<file path="src/sv/i2cm_pkg.sv">
// Shared types, codes and constants for the I2C register-access master.
`default_nettype none
package i2cm_pkg;

   localparam logic [1:0] ACT_TICK  = 2'd0;
   localparam logic [1:0] ACT_WRITE = 2'd1;
   localparam logic [1:0] ACT_READ  = 2'd2;

   localparam logic [7:0] MSB_MASK     = 8'h80;
   localparam logic [7:0] PHASE_RESET  = 8'd20;
   localparam logic [7:0] POLL_RESET   = 8'd5;
   localparam logic [2:0] LAST_BIT     = 3'd7;

   localparam logic CSR_PHASE_TICKS = 1'b0;
   localparam logic CSR_POLL_LIMIT  = 1'b1;

   typedef enum logic [14:0] {
      PH_IDLE     = 15'b000000000000001,
      PH_ST_HI    = 15'b000000000000010,
      PH_ST_LO    = 15'b000000000000100,
      PH_TX_LOW   = 15'b000000000001000,
      PH_TX_HIGH  = 15'b000000000010000,
      PH_ACK_LOW  = 15'b000000000100000,
      PH_ACK_HIGH = 15'b000000001000000,
      PH_RX_LOW   = 15'b000000010000000,
      PH_RX_HIGH  = 15'b000000100000000,
      PH_MA_LOW   = 15'b000001000000000,
      PH_MA_HIGH  = 15'b000010000000000,
      PH_RS_LOW   = 15'b000100000000000,
      PH_SP_LOW   = 15'b001000000000000,
      PH_SP_MID   = 15'b010000000000000,
      PH_SP_HIGH  = 15'b100000000000000
   } phase_type;

   typedef enum logic [3:0] {
      KIND_DEVW = 4'b0001,
      KIND_REG  = 4'b0010,
      KIND_DEVR = 4'b0100,
      KIND_DATA = 4'b1000
   } kind_type;

   typedef struct packed {
      logic [7:0] phase_ticks;
      logic [7:0] ack_poll_limit;
   } cfg_type;

   typedef struct packed {
      logic       sda_in;
      logic [7:0] wr_data;
      logic [7:0] byte_count;
      logic [7:0] reg_addr;
      logic [6:0] dev_addr;
      logic [1:0] action;
   } item_type;

   typedef struct packed {
      logic       nack_error;
      logic       done_res;
      logic [7:0] rd_data;
      logic       rd_valid;
      logic       wr_byte_taken;
      logic       busy_res;
      logic       sda_out;
      logic       scl_out;
      logic       last_byte;
   } result_type;

   typedef struct packed {
      phase_type  phase;
      kind_type   kind;
      logic [2:0] bit_index;
      logic [7:0] byte_index;
      logic [7:0] shift_byte;
      logic [7:0] phase_timer;
      logic [7:0] poll_counter;
      logic [6:0] dev_addr;
      logic [7:0] reg_addr;
      logic [7:0] count;
      logic       read_mode;
      logic       abort_flag;
   } state_type;

endpackage
`default_nettype wire

</file>
<file path="src/sv/i2cm_core.sv">
// Next-state and bus-level logic for one tick of the I2C master.
`default_nettype none
module i2cm_core (
   input  var i2cm_pkg::state_type  state_i,
   input  var i2cm_pkg::item_type   item_i,
   input  var i2cm_pkg::cfg_type    cfg_i,
   output i2cm_pkg::state_type      state_o,
   output i2cm_pkg::result_type     result_o
);

   i2cm_pkg::state_type  s;
   i2cm_pkg::result_type r;
   logic [7:0] pt;
   logic [7:0] lim;
   logic       last_rx;
   logic [7:0] poll_next;

   always_comb begin
      s = state_i;
      r = '0;
      r.scl_out = 1'b1;
      r.sda_out = 1'b1;
      pt  = (cfg_i.phase_ticks == 8'd0) ? 8'd1 : cfg_i.phase_ticks;
      lim = (cfg_i.ack_poll_limit == 8'd0) ? 8'd1 : cfg_i.ack_poll_limit;
      poll_next = 8'd0;

      // A command is taken only on the idle bus; its tick is the first START tick.
      if (s.phase == i2cm_pkg::PH_IDLE &&
          (item_i.action == i2cm_pkg::ACT_WRITE || item_i.action == i2cm_pkg::ACT_READ)) begin
         s.dev_addr     = item_i.dev_addr;
         s.reg_addr     = item_i.reg_addr;
         s.count        = item_i.byte_count;
         s.read_mode    = (item_i.action == i2cm_pkg::ACT_READ);
         s.shift_byte   = {item_i.dev_addr, 1'b0};
         s.kind         = i2cm_pkg::KIND_DEVW;
         s.bit_index    = 3'd0;
         s.byte_index   = 8'd0;
         s.poll_counter = 8'd0;
         s.abort_flag   = 1'b0;
         s.phase        = i2cm_pkg::PH_ST_HI;
         s.phase_timer  = 8'd0;
      end

      last_rx = ({1'b0, s.byte_index} + 9'd1) == {1'b0, s.count};

      unique case (s.phase)
         i2cm_pkg::PH_ST_LO: r.sda_out = 1'b0;
         i2cm_pkg::PH_TX_LOW: begin
            r.scl_out = 1'b0;
            r.sda_out = |(s.shift_byte & i2cm_pkg::MSB_MASK);
         end
         i2cm_pkg::PH_TX_HIGH: r.sda_out = |(s.shift_byte & i2cm_pkg::MSB_MASK);
         i2cm_pkg::PH_ACK_LOW, i2cm_pkg::PH_RX_LOW, i2cm_pkg::PH_RS_LOW: r.scl_out = 1'b0;
         i2cm_pkg::PH_MA_LOW: begin
            r.scl_out = 1'b0;
            r.sda_out = last_rx;
         end
         i2cm_pkg::PH_MA_HIGH: r.sda_out = last_rx;
         i2cm_pkg::PH_SP_LOW: begin
            r.scl_out = 1'b0;
            r.sda_out = 1'b0;
         end
         i2cm_pkg::PH_SP_MID: r.sda_out = 1'b0;
         default: ;
      endcase

      if (s.phase != i2cm_pkg::PH_IDLE) begin
         if (({1'b0, s.phase_timer} + 9'd1) < {1'b0, pt}) begin
            s.phase_timer = s.phase_timer + 8'd1;
         end else begin
            s.phase_timer = 8'd0;
            unique case (s.phase)
               i2cm_pkg::PH_ST_HI: s.phase = i2cm_pkg::PH_ST_LO;
               i2cm_pkg::PH_ST_LO: begin
                  s.bit_index = 3'd0;
                  s.phase     = i2cm_pkg::PH_TX_LOW;
               end
               i2cm_pkg::PH_TX_LOW: s.phase = i2cm_pkg::PH_TX_HIGH;
               i2cm_pkg::PH_TX_HIGH: begin
                  if (s.bit_index == i2cm_pkg::LAST_BIT) begin
                     s.poll_counter = 8'd0;
                     s.phase        = i2cm_pkg::PH_ACK_LOW;
                  end else begin
                     s.bit_index  = s.bit_index + 3'd1;
                     s.shift_byte = {s.shift_byte[6:0], 1'b0};
                     s.phase      = i2cm_pkg::PH_TX_LOW;
                  end
               end
               i2cm_pkg::PH_ACK_LOW: s.phase = i2cm_pkg::PH_ACK_HIGH;
               i2cm_pkg::PH_ACK_HIGH: begin
                  if (!item_i.sda_in) begin
                     unique case (s.kind)
                        i2cm_pkg::KIND_DEVW: begin
                           s.shift_byte = s.reg_addr;
                           s.kind       = i2cm_pkg::KIND_REG;
                           s.bit_index  = 3'd0;
                           s.phase      = i2cm_pkg::PH_TX_LOW;
                        end
                        i2cm_pkg::KIND_REG: begin
                           if (s.read_mode) begin
                              s.phase = i2cm_pkg::PH_RS_LOW;
                           end else if (s.count == 8'd0) begin
                              s.phase = i2cm_pkg::PH_SP_LOW;
                           end else begin
                              s.byte_index    = 8'd0;
                              s.shift_byte    = item_i.wr_data;
                              s.kind          = i2cm_pkg::KIND_DATA;
                              s.bit_index     = 3'd0;
                              r.wr_byte_taken = 1'b1;
                              r.last_byte     = (s.count == 8'd1);
                              s.phase         = i2cm_pkg::PH_TX_LOW;
                           end
                        end
                        i2cm_pkg::KIND_DEVR: begin
                           if (s.count == 8'd0) begin
                              s.phase = i2cm_pkg::PH_SP_LOW;
                           end else begin
                              s.byte_index = 8'd0;
                              s.bit_index  = 3'd0;
                              s.shift_byte = 8'd0;
                              s.phase      = i2cm_pkg::PH_RX_LOW;
                           end
                        end
                        default: begin
                           s.byte_index = s.byte_index + 8'd1;
                           if (s.byte_index == s.count) begin
                              s.phase = i2cm_pkg::PH_SP_LOW;
                           end else begin
                              s.shift_byte    = item_i.wr_data;
                              s.kind          = i2cm_pkg::KIND_DATA;
                              s.bit_index     = 3'd0;
                              r.wr_byte_taken = 1'b1;
                              r.last_byte     = ({1'b0, s.byte_index} + 9'd1)
                                                == {1'b0, s.count};
                              s.phase         = i2cm_pkg::PH_TX_LOW;
                           end
                        end
                     endcase
                  end else begin
                     poll_next      = s.poll_counter + 8'd1;
                     s.poll_counter = poll_next;
                     if (poll_next >= lim) begin
                        s.abort_flag = 1'b1;
                        s.phase      = i2cm_pkg::PH_SP_LOW;
                     end
                  end
               end
               i2cm_pkg::PH_RS_LOW: begin
                  s.shift_byte = {s.dev_addr, 1'b1};
                  s.kind       = i2cm_pkg::KIND_DEVR;
                  s.phase      = i2cm_pkg::PH_ST_HI;
               end
               i2cm_pkg::PH_RX_LOW: s.phase = i2cm_pkg::PH_RX_HIGH;
               i2cm_pkg::PH_RX_HIGH: begin
                  s.shift_byte = {s.shift_byte[6:0], item_i.sda_in};
                  if (s.bit_index == i2cm_pkg::LAST_BIT) begin
                     r.rd_valid  = 1'b1;
                     r.rd_data   = s.shift_byte;
                     r.last_byte = last_rx;
                     s.phase     = i2cm_pkg::PH_MA_LOW;
                  end else begin
                     s.bit_index = s.bit_index + 3'd1;
                     s.phase     = i2cm_pkg::PH_RX_LOW;
                  end
               end
               i2cm_pkg::PH_MA_LOW: s.phase = i2cm_pkg::PH_MA_HIGH;
               i2cm_pkg::PH_MA_HIGH: begin
                  if (last_rx) begin
                     s.phase = i2cm_pkg::PH_SP_LOW;
                  end else begin
                     s.byte_index = s.byte_index + 8'd1;
                     s.bit_index  = 3'd0;
                     s.shift_byte = 8'd0;
                     s.phase      = i2cm_pkg::PH_RX_LOW;
                  end
               end
               i2cm_pkg::PH_SP_LOW: s.phase = i2cm_pkg::PH_SP_MID;
               i2cm_pkg::PH_SP_MID: s.phase = i2cm_pkg::PH_SP_HIGH;
               default: begin
                  r.done_res   = 1'b1;
                  r.nack_error = s.abort_flag;
                  s.abort_flag = 1'b0;
                  s.phase      = i2cm_pkg::PH_IDLE;
               end
            endcase
         end
      end

      r.busy_res = (s.phase != i2cm_pkg::PH_IDLE);
   end

   assign state_o  = s;
   assign result_o = r;

endmodule
`default_nettype wire

</file>
<file path="src/sv/i2c_master_register_access.sv">
// Top level of the I2C register-access master: request, result and register stages.
//
//   channel | direction | payload                                   | handshake
//   req_    | in        | tuser: action; tdata: dev_addr, reg_addr, | tvalid/tready
//           |           |   byte_count, wr_data, sda_in             |
//   rsp_    | out       | tdata: bus levels, handshakes, status;    | tvalid/tready
//           |           |   tlast: last_byte                        |
//   csr_    | in        | index, data (phase_ticks, ack_poll_limit) | valid/ready
//
// One request (one tick) is taken every cycle unless a stalled result holds the request
// register full. A taken request sits in the request register while the core works on
// it, and its result enters the result register once that register is free or emptied.
// The bus sequencer state is updated once per request in a single pass through the core.
// Reset is synchronous and restores the idle bus and the register defaults.
// A stalled result holds the result register; the request register then holds too,
// and req_tready drops only while both are full and the result is stalled.
`default_nettype none
module i2c_master_register_access (
   input  wire         clock,
   input  wire         reset,
   input  wire         req_tvalid,
   output logic        req_tready,
   // [1:0] action
   input  wire  [1:0]  req_tuser,
   // [6:0] dev_addr, [14:7] reg_addr, [22:15] byte_count, [30:23] wr_data, [31] sda_in
   input  wire  [31:0] req_tdata,
   output logic        rsp_tvalid,
   input  wire         rsp_tready,
   // [0] scl_out, [1] sda_out, [2] busy_res, [3] wr_byte_taken, [4] rd_valid,
   // [12:5] rd_data, [13] done_res, [14] nack_error, [15] zero
   output logic [15:0] rsp_tdata,
   output logic        rsp_tlast,
   input  wire         csr_valid,
   output logic        csr_ready,
   input  wire         csr_index,
   input  wire  [7:0]  csr_data
);

   i2cm_pkg::cfg_type    cfg_ff, cfg_in;
   i2cm_pkg::state_type  state_ff, state_in;
   i2cm_pkg::item_type   item_ff, item_in;
   i2cm_pkg::result_type result_ff, result_in;
   i2cm_pkg::state_type  core_state;
   i2cm_pkg::result_type core_result;
   logic                 item_vld_ff, item_vld_in;
   logic                 rsp_vld_ff, rsp_vld_in;
   logic                 advance;

   i2cm_core u_core (
      .state_i  (state_ff),
      .item_i   (item_ff),
      .cfg_i    (cfg_ff),
      .state_o  (core_state),
      .result_o (core_result)
   );

   assign advance    = item_vld_ff && (!rsp_vld_ff || rsp_tready);
   assign req_tready = !item_vld_ff || advance;
   assign csr_ready  = 1'b1;

   always_comb begin
      cfg_in = cfg_ff;
      if (csr_valid) begin
         unique case (csr_index)
            i2cm_pkg::CSR_PHASE_TICKS: cfg_in.phase_ticks    = csr_data;
            i2cm_pkg::CSR_POLL_LIMIT:  cfg_in.ack_poll_limit = csr_data;
            default: ;
         endcase
      end

      item_in     = item_ff;
      item_vld_in = item_vld_ff;
      if (req_tready) begin
         item_vld_in = req_tvalid;
         item_in     = {req_tdata, req_tuser};
      end

      state_in  = advance ? core_state : state_ff;
      result_in = advance ? core_result : result_ff;
      rsp_vld_in = advance ? 1'b1 : (rsp_vld_ff && !rsp_tready);
   end

   always_ff @(posedge clock) begin
      if (reset) begin
         cfg_ff.phase_ticks      <= i2cm_pkg::PHASE_RESET;
         cfg_ff.ack_poll_limit   <= i2cm_pkg::POLL_RESET;
         state_ff.phase          <= i2cm_pkg::PH_IDLE;
         state_ff.kind           <= i2cm_pkg::KIND_DEVW;
         state_ff.bit_index      <= 3'd0;
         state_ff.byte_index     <= 8'd0;
         state_ff.shift_byte     <= 8'd0;
         state_ff.phase_timer    <= 8'd0;
         state_ff.poll_counter   <= 8'd0;
         state_ff.dev_addr       <= 7'd0;
         state_ff.reg_addr       <= 8'd0;
         state_ff.count          <= 8'd0;
         state_ff.read_mode      <= 1'b0;
         state_ff.abort_flag     <= 1'b0;
         item_vld_ff             <= 1'b0;
         rsp_vld_ff              <= 1'b0;
      end else begin
         cfg_ff      <= cfg_in;
         state_ff    <= state_in;
         item_vld_ff <= item_vld_in;
         rsp_vld_ff  <= rsp_vld_in;
      end
   end

   always_ff @(posedge clock) begin
      item_ff   <= item_in;
      result_ff <= result_in;
   end

   assign rsp_tvalid = rsp_vld_ff;
   assign rsp_tdata  = {1'b0, result_ff.nack_error, result_ff.done_res, result_ff.rd_data,
                        result_ff.rd_valid, result_ff.wr_byte_taken, result_ff.busy_res,
                        result_ff.sda_out, result_ff.scl_out};
   assign rsp_tlast  = result_ff.last_byte;

endmodule
`default_nettype wire

</file>
<file path="config.mk">
export PLATFORM = sky130hd
export DESIGN_NAME = i2c_master_register_access
export DESIGN_NICKNAME = d
export VERILOG_FILES = /design/src/sv/i2cm_pkg.sv /design/src/sv/i2cm_core.sv /design/src/sv/i2c_master_register_access.sv
export SDC_FILE = /design/constraint.sdc
export NUM_CORES = 1
export LEC_CHECK = 0
export BUFFER_PORTS_ARGS = -buffer_cell sky130_fd_sc_hd__buf_2
export CAP_MARGIN = 10
export CORE_MARGIN = 2
export CORE_UTILIZATION = 52
export CTS_BUF_LIST = sky130_fd_sc_hd__clkbuf_16
export DETAILED_ROUTE_END_ITERATION = 8
export GPL_TIMING_DRIVEN = 0
export PLACE_DENSITY = 0.77
export REMOVE_ABC_BUFFERS = 1
export SLEW_MARGIN = 0
export SYNTH_ARGS = -nofsm -noshare
export SYNTH_HDL_FRONTEND = slang
export SYNTH_SLANG_ARGS = --single-unit
</file>
<file path="constraint.sdc">
create_clock -name clock -period 11.15 [get_ports clock]
set_clock_uncertainty 0.1 [all_clocks]
set_input_delay 1.115 -clock clock [delete_from_list [all_inputs] [get_ports clock]]
set_output_delay 1.115 -clock clock [all_outputs]
set_load 0.02 [all_outputs]
</file>
Yosys cells after proc, flatten, opt, wreduce, memory -nomap -nowiden

Index checks and enable logic that the tools add are counted.

Reductions and logical operators: 27
Add/subtract/negate cells: 7
Bitwise logic cells: 5
Eq/ne operators: 26
Multiplexer cells: 59
Magnitude comparators: 2

Operator list:

| operator                                                           | count |
|---|---|
| 15-bit case mux with 13 select lines                               | 1 |
| 79-bit 2-to-1 mux                                                  | 1 |
| 23-bit 2-to-1 mux                                                  | 3 |
| 8-bit 2-to-1 mux                                                   | 8 |
| 54-bit 2-to-1 mux                                                  | 1 |
| 13-bit 2-to-1 mux                                                  | 4 |
| 8-bit case mux with 3 select lines                                 | 2 |
| 15-bit 2-to-1 mux                                                  | 3 |
| 15-bit case mux with 3 select lines                                | 1 |
| 8-bit case mux with 5 select lines                                 | 1 |
| 19-bit 2-to-1 mux                                                  | 2 |
| 38-bit 2-to-1 mux                                                  | 1 |
| 8-bit case mux with 2 select lines                                 | 2 |
| 15-bit by 1-bit != test with 1-bit output (second input constant)  | 2 |
| 8-bit by 1-bit adder with 9-bit output (second input constant)     | 3 |
| 8-bit by 1-bit adder with 8-bit output (second input constant)     | 3 |
| 8-bit logical NOT                                                  | 3 |
| 9-bit by 8-bit == test with 1-bit output                           | 2 |
| 1-bit 2-to-1 mux                                                   | 16 |
| 15-bit by 1-bit == test with 1-bit output (second input constant)  | 1 |
| 15-bit by 10-bit == test with 1-bit output (second input constant) | 1 |
| 15-bit by 11-bit == test with 1-bit output (second input constant) | 1 |
| 15-bit by 12-bit == test with 1-bit output (second input constant) | 1 |
| 15-bit by 13-bit == test with 1-bit output (second input constant) | 1 |
| 42 further kinds                                                   | 62 |

Output and inout bits: 20
Register bits after elaboration: 147
Input bits: 48

Logic depth before layout (Yosys ltp)

Word-level depth: 13
Depth in mapped cells: 25
Depth with buffers taken out: 20

Cells and area by module

Synthesis repeated with hierarchy kept, for this count alone.

Cells, all modules: 1,208
Area, all modules: 10,147.2 um^2

Modules (own cells, without submodules):

| module                     | times used | cells each | seq. area each (um^2) | area an instance (um^2) |
|---|---|---|---|---|
| i2c_master_register_access | 1          | 478        | 3,443.3               | 5,785.5 |
| i2cm_core                  | 1          | 730        | 0.0                   | 4,361.7 |

Least setup slack after synthesis

No wires, ideal clock.

Kind: register to register
From: register state_ff[76] (netlist bit)
To: register state_ff[43] (netlist bit)
Stages on the path, launching flop included: 26
Arrival: 5.054 ns
Buffers on the path: 5
Clock period less this slack: 5.268 ns
Path slack: 5.882 ns
Library setup time: 0.114 ns
Cells stage by stage: dfxtp_1 clkbuf_1 nor3_1 nand4_1 or3_1 clkbuf_1 clkbuf_1 clkbuf_1 and2_1 ha_1 and3_1 and3_1 xnor2_1 nor2_1 ha_1 a211oi_1 nand2_1 nor4b_1 a21oi_1 o21a_1 nand2_1 or3_1 clkbuf_1 a21oi_1 a21o_1 a21o_1

Word-level cells in the longest chain between the ends: 11
Elaborated cells on any way between the ends: 31

Ends and longest elaborated chain:

| item                                                                               | line                                                 | RTL |
|---|---|---|
| start, declared                                                                    | i2c_master_register_access.sv:40                     | `i2cm_pkg::state_type state_ff, state_in;` |
| start signal, assigned                                                             | i2c_master_register_access.sv:103                    | `state_ff <= state_in;` |
| 15-bit by 1-bit == test with 1-bit output                                          | i2cm_core.sv:28                                      | `if (s.phase == i2cm_pkg::PH_IDLE &&` |
| 1-bit logical AND                                                                  | i2cm_core.sv:28                                      |  |
| 79-bit 2-to-1 mux *                                                                | i2cm_core.sv:28                                      |  |
| 8-bit by 1-bit adder with 8-bit output / 8-bit logical NOT (equally long branches) | i2cm_core.sv:125, i2cm_core.sv:102, i2cm_core.sv:115 |  |
| 8-bit == test / 23-bit 2-to-1 mux (equally long branches)                          | i2cm_core.sv:126, i2cm_core.sv:102                   |  |
| 8-bit 2-to-1 mux / 23-bit 2-to-1 mux (equally long branches)                       | i2cm_core.sv:126, i2cm_core.sv:100                   |  |
| 8-bit case mux with 3 select lines                                                 | i2cm_core.sv:92                                      | `unique case (s.kind)` |
| 23-bit 2-to-1 mux                                                                  | i2cm_core.sv:91                                      | `if (!item_i.sda_in) begin` |
| 8-bit case mux with 5 select lines                                                 | i2cm_core.sv:72                                      | `unique case (s.phase)` |
| 38-bit 2-to-1 mux                                                                  | i2cm_core.sv:68                                      | `if (({1'b0, s.phase_timer} + 9'd1) < {1'b0, pt}) begin` |
| 54-bit 2-to-1 mux *                                                                | i2cm_core.sv:67                                      | `if (s.phase != i2cm_pkg::PH_IDLE) begin` |

Every way passes the cells marked *; elsewhere a longest branch is shown, timed or not.
A chain may end at the register's enable or synchronous reset.

Worst setup path in the final report

From: register state_ff[73] (netlist bit)
To: register state_ff[51] (netlist bit)

Word-level cells in the longest chain between the ends: 11
Elaborated cells on any way between the ends: 24

Ends and longest elaborated chain:

| item                                                                           | line |
|---|---|
| 15-bit by 1-bit == test with 1-bit output                                      | i2cm_core.sv:28 |
| 1-bit logical AND                                                              | i2cm_core.sv:28 |
| 79-bit 2-to-1 mux *                                                            | i2cm_core.sv:28 |
| branches (longest 7 deep; another with 8-bit by 1-bit adder with 9-bit output) | n/a |
| 54-bit 2-to-1 mux *                                                            | i2cm_core.sv:67 |

Every way passes the cells marked *.

==> reports/metrics.yaml <==
wire_per_inst_um: 17.3
cts_sinks: 147
area_growth_pct: 12.9
crit_fanout: 14
seqCellArea_um2: 3440
slew_headroom_pct: 17.4
max_freq_ghz: 0.144
rsz0062_at_grt: "false"
dp_hpwl_um: 14800
period_share_pct: 62.5
rr_startpoint: "state_ff[73]"
via_count: 7535
grt-ovfl-total: 0
num-nets-final: 1085
grt_usage_pct: 26.5
critPathLaunchType: "flip-flop"
min_from: "state_ff[15]"
p_comb_share_pct: 10.9
holdPathStages: 2
drc: 0
coreArea_um2: 15300
finalSetupTns_ps: 0
ys_seq_area_share_pct: 42.3
dieArea_um2: 16700
synthCells: 980
io_buffers: 65
via_per_inst: 6.08
power.switching_mw: 0.349
synth_edf_count: 50
p_int_mw: 0.912
multi_input_area_um2: 4390
diodes: 0
syn-cell-area_um2: 8150
ios: 68
htreeDepth: 4
ys_ff_latch: 147
slew_violations: 0
die_width_um: 129
mostFrequentLayoutCell: "nand2_1"
drtAntennaViolNets: 0
postCtsSetupBuffers: 0
routed_wl_um: 21500
ff2ff_setup_slack_ps: 4190
grt_pass1_wl_um: 34900
drive_gt1_share_pct: 12.3
synth_area_per_cell_um2: 8.32
max-vdd-ir-drop_mv: 0.117
r2r_cells: 19
worstSetupPathType: "reg -> reg"
hold_path.class: "reg -> reg"
place_congestion: 0.958
netSwitchingFraction_pct: 27.7
whs_ps: 352
fillers: 1335
drt_pass1_iterations: 8
pwr-share-seq_pct: 46.6
clock_latency_ps: 430
cts_hold_buf: 0
root_buffer: "clkbuf_16"
grt_max_degree: 81
initialDrtViolationCount: 861
rows: 45
holdPathEnd: "state_ff[15]"
cts-resized-gates: 0
yosys_warnings: 0
die_h_um: 129
initial_utilization_pct: 53.4
status: "completed"
synth_flop_cell: "dfxtp_1"
finalCriticalPeriod_ps: 6960
numCtsBuffers: 17
hold_viol_final: 0
end_kind: "flip-flop"
p_clk_share_pct: 42.5
antenna_found_initial: 0
crit_required_ps: 11370
maxCapViolations: 0
clockBufferDepth: 2
setup_viol: 0
clk_pin_slew_ps: 60
tightest_slew_ps: 1230
arrival_ps: 7190
power_density_nw_per_um2: 137
leakagePower_nw: 3.45
final_cell_mix: "180 x nand2_1, 97 x dfxtp_1, 96 x a21oi_1"
grt_pass1_vias: 7009
synthArstFlopShare_pct: 0
synth_cell_type_count: 74
tritoncts: "built"
r2r-end: "state_ff[51]"
cell type report:
cell class	count	share of cell area, %
repair buffers	73	5.03
inverters	25	1.02
well taps	211	2.87
clock buffers	17	4.62
multi-input cells	752	47.7
clock inverters	15	1.35
flip-flops and latches	147	37.4
cells by family after synthesis:
logic type / share of synthesized area, %
flip-flops: 42.3
AO/OA/AOI/OAI: 19.2
AND/OR/NAND/NOR: 25.5
XOR/XNOR: 4.50
adder cells (fa/ha/maj): 3.22
other: 0.0922
multiplexers: 1.11
buffers and inverters: 4.11
power by group through the flow:
stage / clock, mW / sequential (mW) / combinational (mW)
global route: 0.564 / 0.590 / 0.149
global placement: 0 / 0.598 / 0.124
finish: 0.537 / 0.588 / 0.137
CTS: 0.542 / 0.587 / 0.132
detailed placement: 0 / 0.599 / 0.131
floorplan: 0 / 0.598 / 0.0775
synthesized netlist by cell type (15+ instances only):
cell,number,area share [%]
edfxtp_1,50,18
xnor2_1,22,2.4
nor2_1,88,4.1
ha_1,21,3.2
a21oi_1,96,5.9
dfxtp_1,97,24
o21ai_0,37,2.3
clkbuf_1,39,1.8
and3_1,17,1.3
nor3_1,22,1.4
inv_1,24,1.1
nand2_1,180,8.3
nand3_1,32,2.0
a22oi_1,16,1.5
nand4_1,15,1.2
registers in the layout (all words and copies together), names as in the netlist:
signal / count
item_ff: 34
state_ff: 79
rsp_tvalid: 1
rsp_tdata: 15
cfg_ff: 16
item_vld_ff: 1
rsp_tlast: 1
worst max-delay path by stage:
stage                       startpoint            to  slack [ps]  cells past startpoint
after global routing      state_ff[73]  state_ff[78]        3860                     19
after floorplan           state_ff[73]  state_ff[51]        5820                     19
after CTS                 state_ff[73]  state_ff[51]        4000                     19
final                     state_ff[73]  state_ff[51]        4190                     19
after global placement    state_ff[73]  state_ff[51]        3730                     14
after detailed placement  state_ff[73]  state_ff[51]        4070                     19
worst max-delay path: stages, from the launching register on:
cell and delay [ps]:
dfxtp_1 420, nor4_1 760, nand4_1 390, or3_1 730, and2_1 310, ha_1 210, and3_1 220, and3_1 220
xnor2_1 150, nor2_1 80, ha_1 350, a211oi_1 230, nand2_1 110, nor4b_1 280, a21oi_1 210, o21ai_1 880
nor2_1 440, nand3_1 460, a31oi_1 90, o22a_1 220
metrics by stage:
| step | std cells | instance area [um^2] | total power, mW | setup slack, ps | utilization (%) |
|---|---|---|---|---|---|
| 2_1_floorplan | 924 | 7910 | 0.676 | 5820 | - |
| 3_3_place_gp | 1200 | 8500 | 0.722 | 3730 | 55.7 |
| 3_5_place_dp | 1207 | 8620 | 0.729 | 4070 | 56.5 |
| 4_1_cts | 1239 | 9170 | 1.26 | 4000 | 60.1 |
| 5_1_grt | 1240 | 9200 | 1.30 | 3860 | 60.3 |
| 6_report | 1240 | 9200 | 1.26 | 4190 | 60.3 |
layer usage:
| metal | track usage, % | wire length [um] | vias up |
|---|---|---|---|
| li1 | - | - | 3603 |
| met1 | 36.3 | 9320 | 3514 |
| met2 | 41.2 | 9740 | 360 |
| met3 | 5.33 | 1800 | 58 |
| met4 | 10.7 | 627 | 0 |
| met5 | 0 | 0 | - |
(Power assumes the default switching activity.)
